==> src/hw/rtl/mask_transition_bounding_box_top_macros.svh <==
// Assertion macros of the mask transition bounding box RTL.
`ifndef MASK_TRANSITION_BOUNDING_BOX_TOP_MACROS_SVH
`define MASK_TRANSITION_BOUNDING_BOX_TOP_MACROS_SVH

// Same-cycle implication, disabled while reset is held.
`define MTBB_ASSERT_NOW(label, clk, rst_n, ante, cons) \
  label: assert property (@(posedge clk) disable iff (!(rst_n)) (ante) |-> (cons)) \
    else $error("mtbb assertion failed");

// Next-cycle implication, disabled while reset is held.
`define MTBB_ASSERT_NEXT(label, clk, rst_n, ante, cons) \
  label: assert property (@(posedge clk) disable iff (!(rst_n)) (ante) |=> (cons)) \
    else $error("mtbb assertion failed");

`endif

==> src/hw/rtl/mtbb_pkg.sv <==
// Types and constants of the mask transition bounding box block.
package mtbb_pkg;

  localparam int COORD_W = 12;
  localparam int MASK_W  = 8;
  localparam int CFG_IDX_W = 3;

  typedef logic [COORD_W-1:0] coord_t;
  typedef logic [MASK_W-1:0]  mask_t;
  typedef logic [CFG_IDX_W-1:0] cfg_idx_t;

  // Configuration register indexes
  localparam cfg_idx_t REG_BOX_FIRST_X = 3'd0;
  localparam cfg_idx_t REG_BOX_LAST_X  = 3'd1;
  localparam cfg_idx_t REG_BOX_FIRST_Y = 3'd2;
  localparam cfg_idx_t REG_BOX_LAST_Y  = 3'd3;

  // Scan box
  typedef struct packed {
    coord_t first_x;
    coord_t last_x;
    coord_t first_y;
    coord_t last_y;
  } box_t;

  localparam box_t BOX_RESET = '{
    first_x: 12'd0,
    last_x:  12'd4095,
    first_y: 12'd0,
    last_y:  12'd4095
  };

  // Pixel item as it sits in the compare stage
  typedef struct packed {
    coord_t row;
    coord_t col;
    mask_t  pix;
    logic   row_diff;
    logic   is_top;
    logic   is_last;
  } pix_item_t;

  // Tracked bounds
  typedef struct packed {
    coord_t min_row;
    coord_t max_row;
    coord_t min_col;
    coord_t max_col;
  } bounds_t;

  // Crossed start values of the bounds for a given box
  function automatic bounds_t start_bounds(box_t box);
    bounds_t b;
    b.min_row = box.last_y;
    b.max_row = box.first_y;
    b.min_col = box.last_x;
    b.max_col = box.first_x;
    return b;
  endfunction

endpackage

==> src/hw/rtl/mtbb_bounds.sv <==
// Min/max tracker of multicolour rows and columns, one pixel item per step.
module mtbb_bounds (
  input  logic                 clk,
  input  logic                 rst_n,
  input  logic                 restart,
  input  mtbb_pkg::box_t       restart_box,
  input  mtbb_pkg::box_t       box,
  input  logic                 step,
  input  mtbb_pkg::pix_item_t  item,
  input  mtbb_pkg::mask_t      top_val,
  output mtbb_pkg::bounds_t    upd
);
  import mtbb_pkg::*;

  bounds_t bnd_r, bnd_nxt;
  logic    col_diff;

  // Fold the current pixel into the bounds
  always_comb begin
    col_diff = !item.is_top && (item.pix != top_val);
    upd = bnd_r;
    if (item.row_diff) begin
      if (item.row < bnd_r.min_row) upd.min_row = item.row;
      if (item.row > bnd_r.max_row) upd.max_row = item.row;
    end
    if (col_diff) begin
      if (item.col < bnd_r.min_col) upd.min_col = item.col;
      if (item.col > bnd_r.max_col) upd.max_col = item.col;
    end
  end

  // Next bounds: restart on config, fresh scan after the box's last pixel
  always_comb begin
    bnd_nxt = bnd_r;
    if (restart) begin
      bnd_nxt = start_bounds(restart_box);
    end else if (step) begin
      bnd_nxt = item.is_last ? start_bounds(box) : upd;
    end
  end

  always_ff @(posedge clk) begin
    if (!rst_n) begin
      bnd_r <= start_bounds(BOX_RESET);
    end else begin
      bnd_r <= bnd_nxt;
    end
  end

endmodule

==> config.mk <==
export PLATFORM = sky130hd
export DESIGN_NAME = mtbb_bounds
export DESIGN_NICKNAME = d
export VERILOG_FILES = /design/src/hw/rtl/mask_transition_bounding_box_top_macros.svh /design/src/hw/rtl/mtbb_pkg.sv /design/src/hw/rtl/mtbb_bounds.sv
export SDC_FILE = /design/constraint.sdc
export NUM_CORES = 1
export LEC_CHECK = 0
export CAP_MARGIN = 20
export CORE_MARGIN = 2
export CORE_UTILIZATION = 28
export CTS_CLUSTER_SIZE = 30
export DETAILED_ROUTE_END_ITERATION = 7
export DONT_BUFFER_PORTS = 1
export PLACE_DENSITY = 0.39
export SETUP_SLACK_MARGIN = 0.5
export SLEW_MARGIN = 20
export SYNTH_ARGS = -nofsm -noshare
export SYNTH_HDL_FRONTEND = slang
export SYNTH_SLANG_ARGS = --single-unit
==> constraint.sdc <==
create_clock -name clk -period 3.78 [get_ports clk]
set_clock_uncertainty 0.2 [all_clocks]
set_input_delay 0.189 -clock clk [delete_from_list [all_inputs] [get_ports clk]]
set_output_delay 0.189 -clock clk [all_outputs]
set_load 0.1 [all_outputs]
==> results of run 1 <==
[layer usage]
| layer | vias to the layer above | share of wire (%) | track usage, % |
|---|---|---|---|
| met5 | - | 0 | 0 |
| met4 | 0 | 0.88 | 3.61 |
| met3 | 10 | 6.7 | 4.55 |
| met2 | 154 | 46 | 32.1 |
| met1 | 2055 | 47 | 26.1 |
| li1 | 2155 | - | - |
[logic make-up after synthesis]
group,share of synthesized area [%]
compound gates,24.0
xor+xnor,1.58
fa+ha+maj,13.0
buf+inv,7.65
flops,21.7
mux,18.5
simple gates,13.6
[how the worst min path moves through the flow]
stage,cells past startpoint,end,from
final,2,bnd_r[25]$_SDFFE_PN0P_,item[24]
after global routing,2,bnd_r[25]$_SDFFE_PN0P_,item[24]
after CTS,3,bnd_r[24]$_SDFFE_PN0P_,box[12]
after detailed placement,1,bnd_r[12]$_SDFFE_PN1P_,rst_n
after global placement,1,bnd_r[18]$_SDFFE_PN1P_,rst_n
after floorplan,2,bnd_r[22]$_SDFFE_PN1P_,restart_box[34]
[through the flow]
step	utilization (%)	cell area, µm²	worst slack [ns]	hold slack, ns	std cells
after CTS	39.4	6040	0.519	0.00245	843
after floorplan	-	4430	0.401	0.133	532
after detailed placement	30.3	4650	0.802	0.0955	719
final	39.9	6110	0.659	0.0117	850
after global placement	30.3	4650	0.857	0.0949	719
after global routing	39.9	6100	0.450	0.0201	849
[power breakdown]
part           switching [mW]  total [mW]  internal, mW
registers              0.0199       0.566         0.547
clock network           0.236       0.684         0.447
logic                   0.773        1.13         0.359
[worst max-delay path: cells and delay by family, from the launching register on]
kind	cells	cell delay (ns)
muxes	1	0.66
adders and majority gates	1	0.29
and+or+nand+nor	2	0.70
DFF	1	0.33
buffers and inverters	1	0.05
AOI/OAI and AO/OA	3	0.41
[layout make-up]
class | count | area share [%]
inverters | 48 | 2.95
repair buffers | 135 | 21.8
diodes | 1 | 0.0410
flip-flops and latches | 48 | 15.7
well taps | 211 | 4.32
multi-input cells | 399 | 51.7
clock inverters | 3 | 1.48
clock buffers | 5 | 2.05
[Yosys cell counts (2+ instances only)]
| library cell | count | area [µm²] |
|---|---|---|
| xor2_1 | 8 | 70.1 |
| nor2_1 | 19 | 71.3 |
| a21oi_1 | 27 | 135 |
| nor4_1 | 2 | 12.5 |
| dfxtp_1 | 48 | 961 |
| o21ai_1 | 2 | 10.0 |
| nor2b_1 | 2 | 12.5 |
| clkbuf_1 | 28 | 105 |
| o21bai_1 | 11 | 82.6 |
| mux2_2 | 27 | 304 |
| inv_1 | 47 | 176 |
| o31ai_1 | 11 | 82.6 |
| nand2_1 | 45 | 169 |
| nand4_1 | 7 | 43.8 |
| a211oi_1 | 4 | 30.0 |
| a21o_1 | 19 | 143 |
| mux2i_1 | 23 | 230 |
| o21ai_0 | 16 | 80.1 |
| o211ai_1 | 14 | 105 |
| and3_1 | 2 | 12.5 |
| nand2b_1 | 5 | 31.3 |
| buf_6 | 2 | 22.5 |
| nor3_1 | 23 | 115 |
| o311a_1 | 12 | 120 |
| mux2_4 | 19 | 285 |
| nor3b_1 | 3 | 22.5 |
| ha_1 | 46 | 576 |
| a221oi_1 | 12 | 105 |
| buf_1 | 5 | 18.8 |
| a21boi_0 | 11 | 82.6 |
| nand3_1 | 16 | 80.1 |
| o21a_1 | 2 | 15.0 |
[cell usage in the layout (no fill, tap or decap), types with 3 or more instances in the layout]
cell           Yosys  routed
mux2_4            19      19
clkbuf_16          0       5
dfxtp_1           48      48
a211oi_1           4       3
a21o_1            19      19
dlygate4sd3_1      0     115
buf_4              1      17
nor3b_1            3       3
nand3_1           16      16
a21oi_1           27      27
o211ai_1          14      14
nor3_1            23      23
bufinv_16          0       3
nand2_1           45      45
nand4_1            7       7
o21ai_0           16      13
a221oi_1          12      11
mux2_2            27      27
a21boi_0          11      11
nand2b_1           5       5
inv_1             47      47
o21ai_1            2       3
mux2i_1           23      23
nor2_1            19      18
o31ai_1           11      11
o311a_1           12      12
o21bai_1          11      11
xor2_1             8       8
ha_1              46      46
[repair_timing]
item / 4_1_cts / 5_1_grt
endpoints found under the setup margin: 0 / 16
hold buffers: 116 / 0
setup buffers: 0 / 6
resized for setup: 0 / 5
hold endpoints to repair: 48 / 0
==> reports/metrics.cfg, run 1 <==
[logic_synthesis]
synth-edff-count=0
syn-cell-area_um2=4430
ys_warn_count=0
synthesis.nets=721
ys_async_sr_fraction_pct=0
synth_top_flop_cell=dfxtp_1
netlist_instances=532
ys_seq_area_share_pct=21.7
synth_seq_cells=48
yosys.cell_types.count=46
syn_avg_cell_area_um2=8.33

[worst_setup_path]
r2r_setup_slack_ns=0.68
critPathLaunchType=flop
cp_slowest_cell=mux2_2
crit_start=bnd_r[46]$_SDFFE_PN1P_
r2r_cells=10
cp-end-kind=primary output
worstSetupPathType=flop to primary output
cp.arrival_ns=2.73
crit_end=upd[46]
r2r-start=bnd_r[26]$_SDFFE_PN0P_
r2r_end=bnd_r[26]$_SDFFE_PN0P_
worstPathCellList=inv_1, ha_1, a21o_1, a21oi_1, nor3b_1, o21ai_1, nand2_1, mux2_2
crit_fanout=14
slowest_delay_ns=0.66
critPathRequiredTime_ns=3.39

[finish]
num-fill-cells=1590
largest_register=bnd_r
reg_top3=bnd_r: 48 flops
nets=826
drive_gt1_share_pct=12.9
largest_reg_flops=48
seqCellArea_um2=961
area_growth_pct=37.7
multi_input_area_um2=3150

[routing]
wire_per_inst_um=19.4
firstDrtPassIters=4
ant_nets=0
dr.first_iter.drc_count=155
wirelength_um=16500
vias=4374
routed_via_density=5.15
drcViolationCount=0

[floorplanning]
row_count=45
io_pins=191
start_util_pct=28.9
die-area_um2=16900
core_area_um2=15300
die_y_um=130
die_w_um=130

[cts]
clk_pin_slew_ns=0.08
clk_latency_ns=0.30
clock-sinks=48
cts_root_buf=clkbuf_16
numCtsBuffers=5
cts_tree=built
h-tree-depth=2
cts_max_path_buffers=2

[pwr]
p_leak_nw=2.69
power_mw=2.38
irDropWorstVdd_uv=195
powerDensity_nw_per_um2=390

[grt]
grt_overflow=0
antenna_found_initial=0
grt_pass1_wl_um=25100
grt.total_usage_pct=19.4
grt_pass1_vias=4591
grt_max_degree=86

[sta]
worstMarginPinSlew_ns=0.953
timing.final.crit_share_pct=82.6
final-hold-violation-count=0
relSlewSlack_pct=36.2
fin_setup_tns_ns=0
fmax_mhz=320
layout_min_cycle_time_ns=3.12
slew_violations=0
setup_viol=0
rsz0062_at_grt=true

[place]
portBuffers=0
globalplace.congestion=0.760
hpwl_um=11000

[outcome]
status=finished clean

[job]
max_cap_violations=0

[min_path]
worstHoldPathType=input port to flop

No activity file was read; power rests on OpenSTA's default activity.
==> run 2, diff against run 1 <==
--- a/config.mk
+++ b/config.mk
@@ -5,13 +5,14 @@
 export SDC_FILE = /design/constraint.sdc
 export NUM_CORES = 1
 export LEC_CHECK = 0
+export ABC_AREA = 1
 export CAP_MARGIN = 20
 export CORE_MARGIN = 2
 export CORE_UTILIZATION = 28
 export CTS_CLUSTER_SIZE = 30
 export DETAILED_ROUTE_END_ITERATION = 7
 export DONT_BUFFER_PORTS = 1
-export PLACE_DENSITY = 0.39
+export PLACE_DENSITY = 0.41
 export SETUP_SLACK_MARGIN = 0.5
 export SLEW_MARGIN = 20
 export SYNTH_ARGS = -nofsm -noshare
==> constraint.sdc (replaced) <==
create_clock -name clk -period 2.5 [get_ports clk]
set_clock_uncertainty 0.2 [all_clocks]
set_input_delay 0.125 -clock clk [delete_from_list [all_inputs] [get_ports clk]]
set_output_delay 0.125 -clock clk [all_outputs]
set_load 0.1 [all_outputs]
==> run 2 against run 1 <==
  * Routed wire length is 40% higher
  * First-iteration DRC count is 110% higher
  * Flip-flop and latch count stayed put
  * Global-route usage is 6.3 points higher
  * Sequential share of layout area is 5.4 points lower
  * Synthesized cell count is 38% higher
  * Register-to-register slack worse by 0.47 ns
  * Area after synthesis is 2.6% higher
  * Via count is 39% higher
  * Die area is 2.5% higher
  * Largest power group unchanged
==> reports/metrics.cfg, run 2 <==
[outcome]
status=finished clean

[logic_synthesis]
ys_seq_area_share_pct=21.1
synth_seq_cells=48
synth.area.top_cells=dfxtp_1 (21%), nand2_1 (15%), ha_1 (13%)
synth-edff-count=0
yosys.cell_types.count=32
syn_avg_cell_area_um2=6.18
netlist.area_leader.share_pct=21.1
syn-cell-area_um2=4550
ys_async_sr_fraction_pct=0
synth_top_flop_cell=dfxtp_1
synthesis.nets=925
ys_warn_count=0
yosysTopAreaCell=dfxtp_1
yosys-top-cells-count=nand2_1 (177), nor2_1 (103), inv_1 (84), nand3_1 (56), dfxtp_1 (48)
netlist_instances=736
synth.most_common_cell=nand2_1

[finish]
nets=1150
layout_common_cells=dlygate4sd3_1 (131), nor2_1 (84), nand2_1 (73), inv_1 (61), buf_4 (58)
mostFrequentLayoutCell=dlygate4sd3_1
largest_register=bnd_r
largest_reg_flops=48
multi_input_area_um2=5350
num-fill-cells=1297
area_growth_pct=122
post-route-cell-area_um2=10100
antenna_cells=0
seqCellArea_um2=1040
reg_top3=bnd_r: 48 flops
drive_gt1_share_pct=47.6

[pwr]
power_mw=4.79
p_int_mw=2.54
p_leak_nw=4.19
netSwitchingFraction_pct=46.9
p_seq_share_pct=18.5
pwr-share-comb_pct=63.0
p_clk_share_pct=18.5
p_switching_mw=2.25
powerDensity_nw_per_um2=474
irDropWorstVdd_uv=456

[worst_setup_path]
slowest_delay_ns=0.34
critPathLaunchType=flop
worstPathCellList=inv_1, ha_4, nand2_4, nor2_4, and2_4, nand2_4, nand3_4, nand4_1, nand2_8
crit_path_frequent_cell=nand2_4
worstSetupPathType=flop to primary output
crit_fanout=5
r2r_setup_slack_ns=0.21
cp_slowest_cell=dfxtp_2
cp.arrival_ns=2.11
cp-end-kind=primary output
critPathRequiredTime_ns=2.17

[sta]
rsz0062_at_grt=true
slew_violations=0
relSlewSlack_pct=44.1
fmax_mhz=410
setup_viol=0
timing.final.crit_share_pct=97.5
final-hold-violation-count=0
whs_ns=0.00339
layout_min_cycle_time_ns=2.44
worstMarginPinSlew_ns=0.837

[floorplanning]
io_pins=191
core_area_um2=15900
die_w_um=131
die-area_um2=17300
row_count=46
start_util_pct=28.6
die_y_um=131

[cts]
cts_max_path_buffers=2
h-tree-depth=2
clk_pin_slew_ns=0.07
clk_latency_ns=0.30
clock-sinks=48
cts_root_buf=clkbuf_16
numCtsBuffers=5
cts_tree=built

[routing]
vias=6098
wirelength_um=23200
wl_met2_um=12500
dr.first_iter.drc_count=323
wl_met3_um=1070
firstDrtPassIters=4
routed_via_density=5.18
wire_per_inst_um=19.7
wl_met1_um=8920
dr.max_layer_used=met4
drcViolationCount=0
ant_nets=0

[job]
max_cap_violations=0

[place]
dpl_cell_area_um2=5910
portBuffers=0
hpwl_um=13000
globalplace.congestion=0.847

[min_path]
worstHoldPathType=input port to flop

[grt]
grt_max_degree=52
grt_pass1_wl_um=35400
grt_overflow=0
antenna_found_initial=0
grt_pass1_vias=6605
grt.total_usage_pct=25.8

==> run 2: power groups by stage <==
stage / registers [mW] / logic (mW) / clock network, mW
final: 0.886 / 3.02 / 0.885
after global routing: 0.894 / 3.16 / 0.937
after CTS: 0.881 / 2.79 / 0.913
after detailed placement: 0.898 / 1.99 / 0
after global placement: 0.897 / 1.97 / 0
after floorplan: 0.884 / 1.56 / 0
==> run 2: layout make-up <==
type | instances | share of cell area, %
Multi-Input combinational cell | 560 | 53.0
Timing Repair Buffer | 258 | 28.8
Sequential cell | 48 | 10.3
Inverter | 88 | 3.35
Tap cell | 216 | 2.68
Clock buffer | 7 | 1.51
Clock inverter | 1 | 0.298
==> run 2: per-stage QoR <==
stage               utilization [%]  cells  worst slack, ns  setup TNS [ns]
finish                         63.5   1178           0.0619               0
global route                   63.5   1178         -0.00600         -0.0334
CTS                            59.7   1159           0.0665               0
detailed placement             37.2    953            0.134               0
global placement               37.2    953            0.188               0
floorplan                         -    736           0.0900               0
==> run 2: worst paths after layout <==
kind | startpoint | end | depth (start not counted)
max | bnd_r[8]$_SDFFE_PN0P_ | upd[7] | 9
min | item[17] | bnd_r[18]$_SDFFE_PN1P_ | 4
max reg2reg | bnd_r[8]$_SDFFE_PN0P_ | bnd_r[8]$_SDFFE_PN0P_ | 14
min reg2reg | bnd_r[38]$_SDFFE_PN1P_ | bnd_r[38]$_SDFFE_PN1P_ | 2
==> run 2: worst max-delay path, delay by kind of cell (launching register included) <==
family / cells / cell delay [ns]
buffers and inverters: 1 / 0.08
DFF: 1 / 0.34
adders and majority gates: 1 / 0.28
and+or+nand+nor: 7 / 1.11
==> run 2: repair_timing <==
| item | 4_1_cts | 5_1_grt |
|---|---|---|
| hold buffers | 133 | 0 |
| endpoints found under the setup margin | 96 | 96 |
| gates cloned | 4 | 0 |
| hold endpoints to repair | 48 | 0 |
| buffers inserted | 61 | 19 |
| pin swaps | 99 | 90 |
| resized for setup | 311 | 109 |
==> run 2: metal layers <==
metal / track usage (%) / vias up
met1: 28.0 / 2952
li1: - / 2923
met2: 49.1 / 182
met5: 0 / -
met4: 8.82 / 0
met3: 5.44 / 41
==> run 2: cell families (layout without fill, tap and decap cells) <==
| kind of cell | Yosys count | after routing | share of synthesized area, % |
|---|---|---|---|
| and+or+nand+nor | 363 | 365 | 33.7 |
| AOI/OAI and AO/OA | 149 | 149 | 20.7 |
| buffers and inverters | 130 | 354 | 11.7 |
| DFF | 48 | 48 | 21.1 |
| adders and majority gates | 46 | 46 | 12.7 |
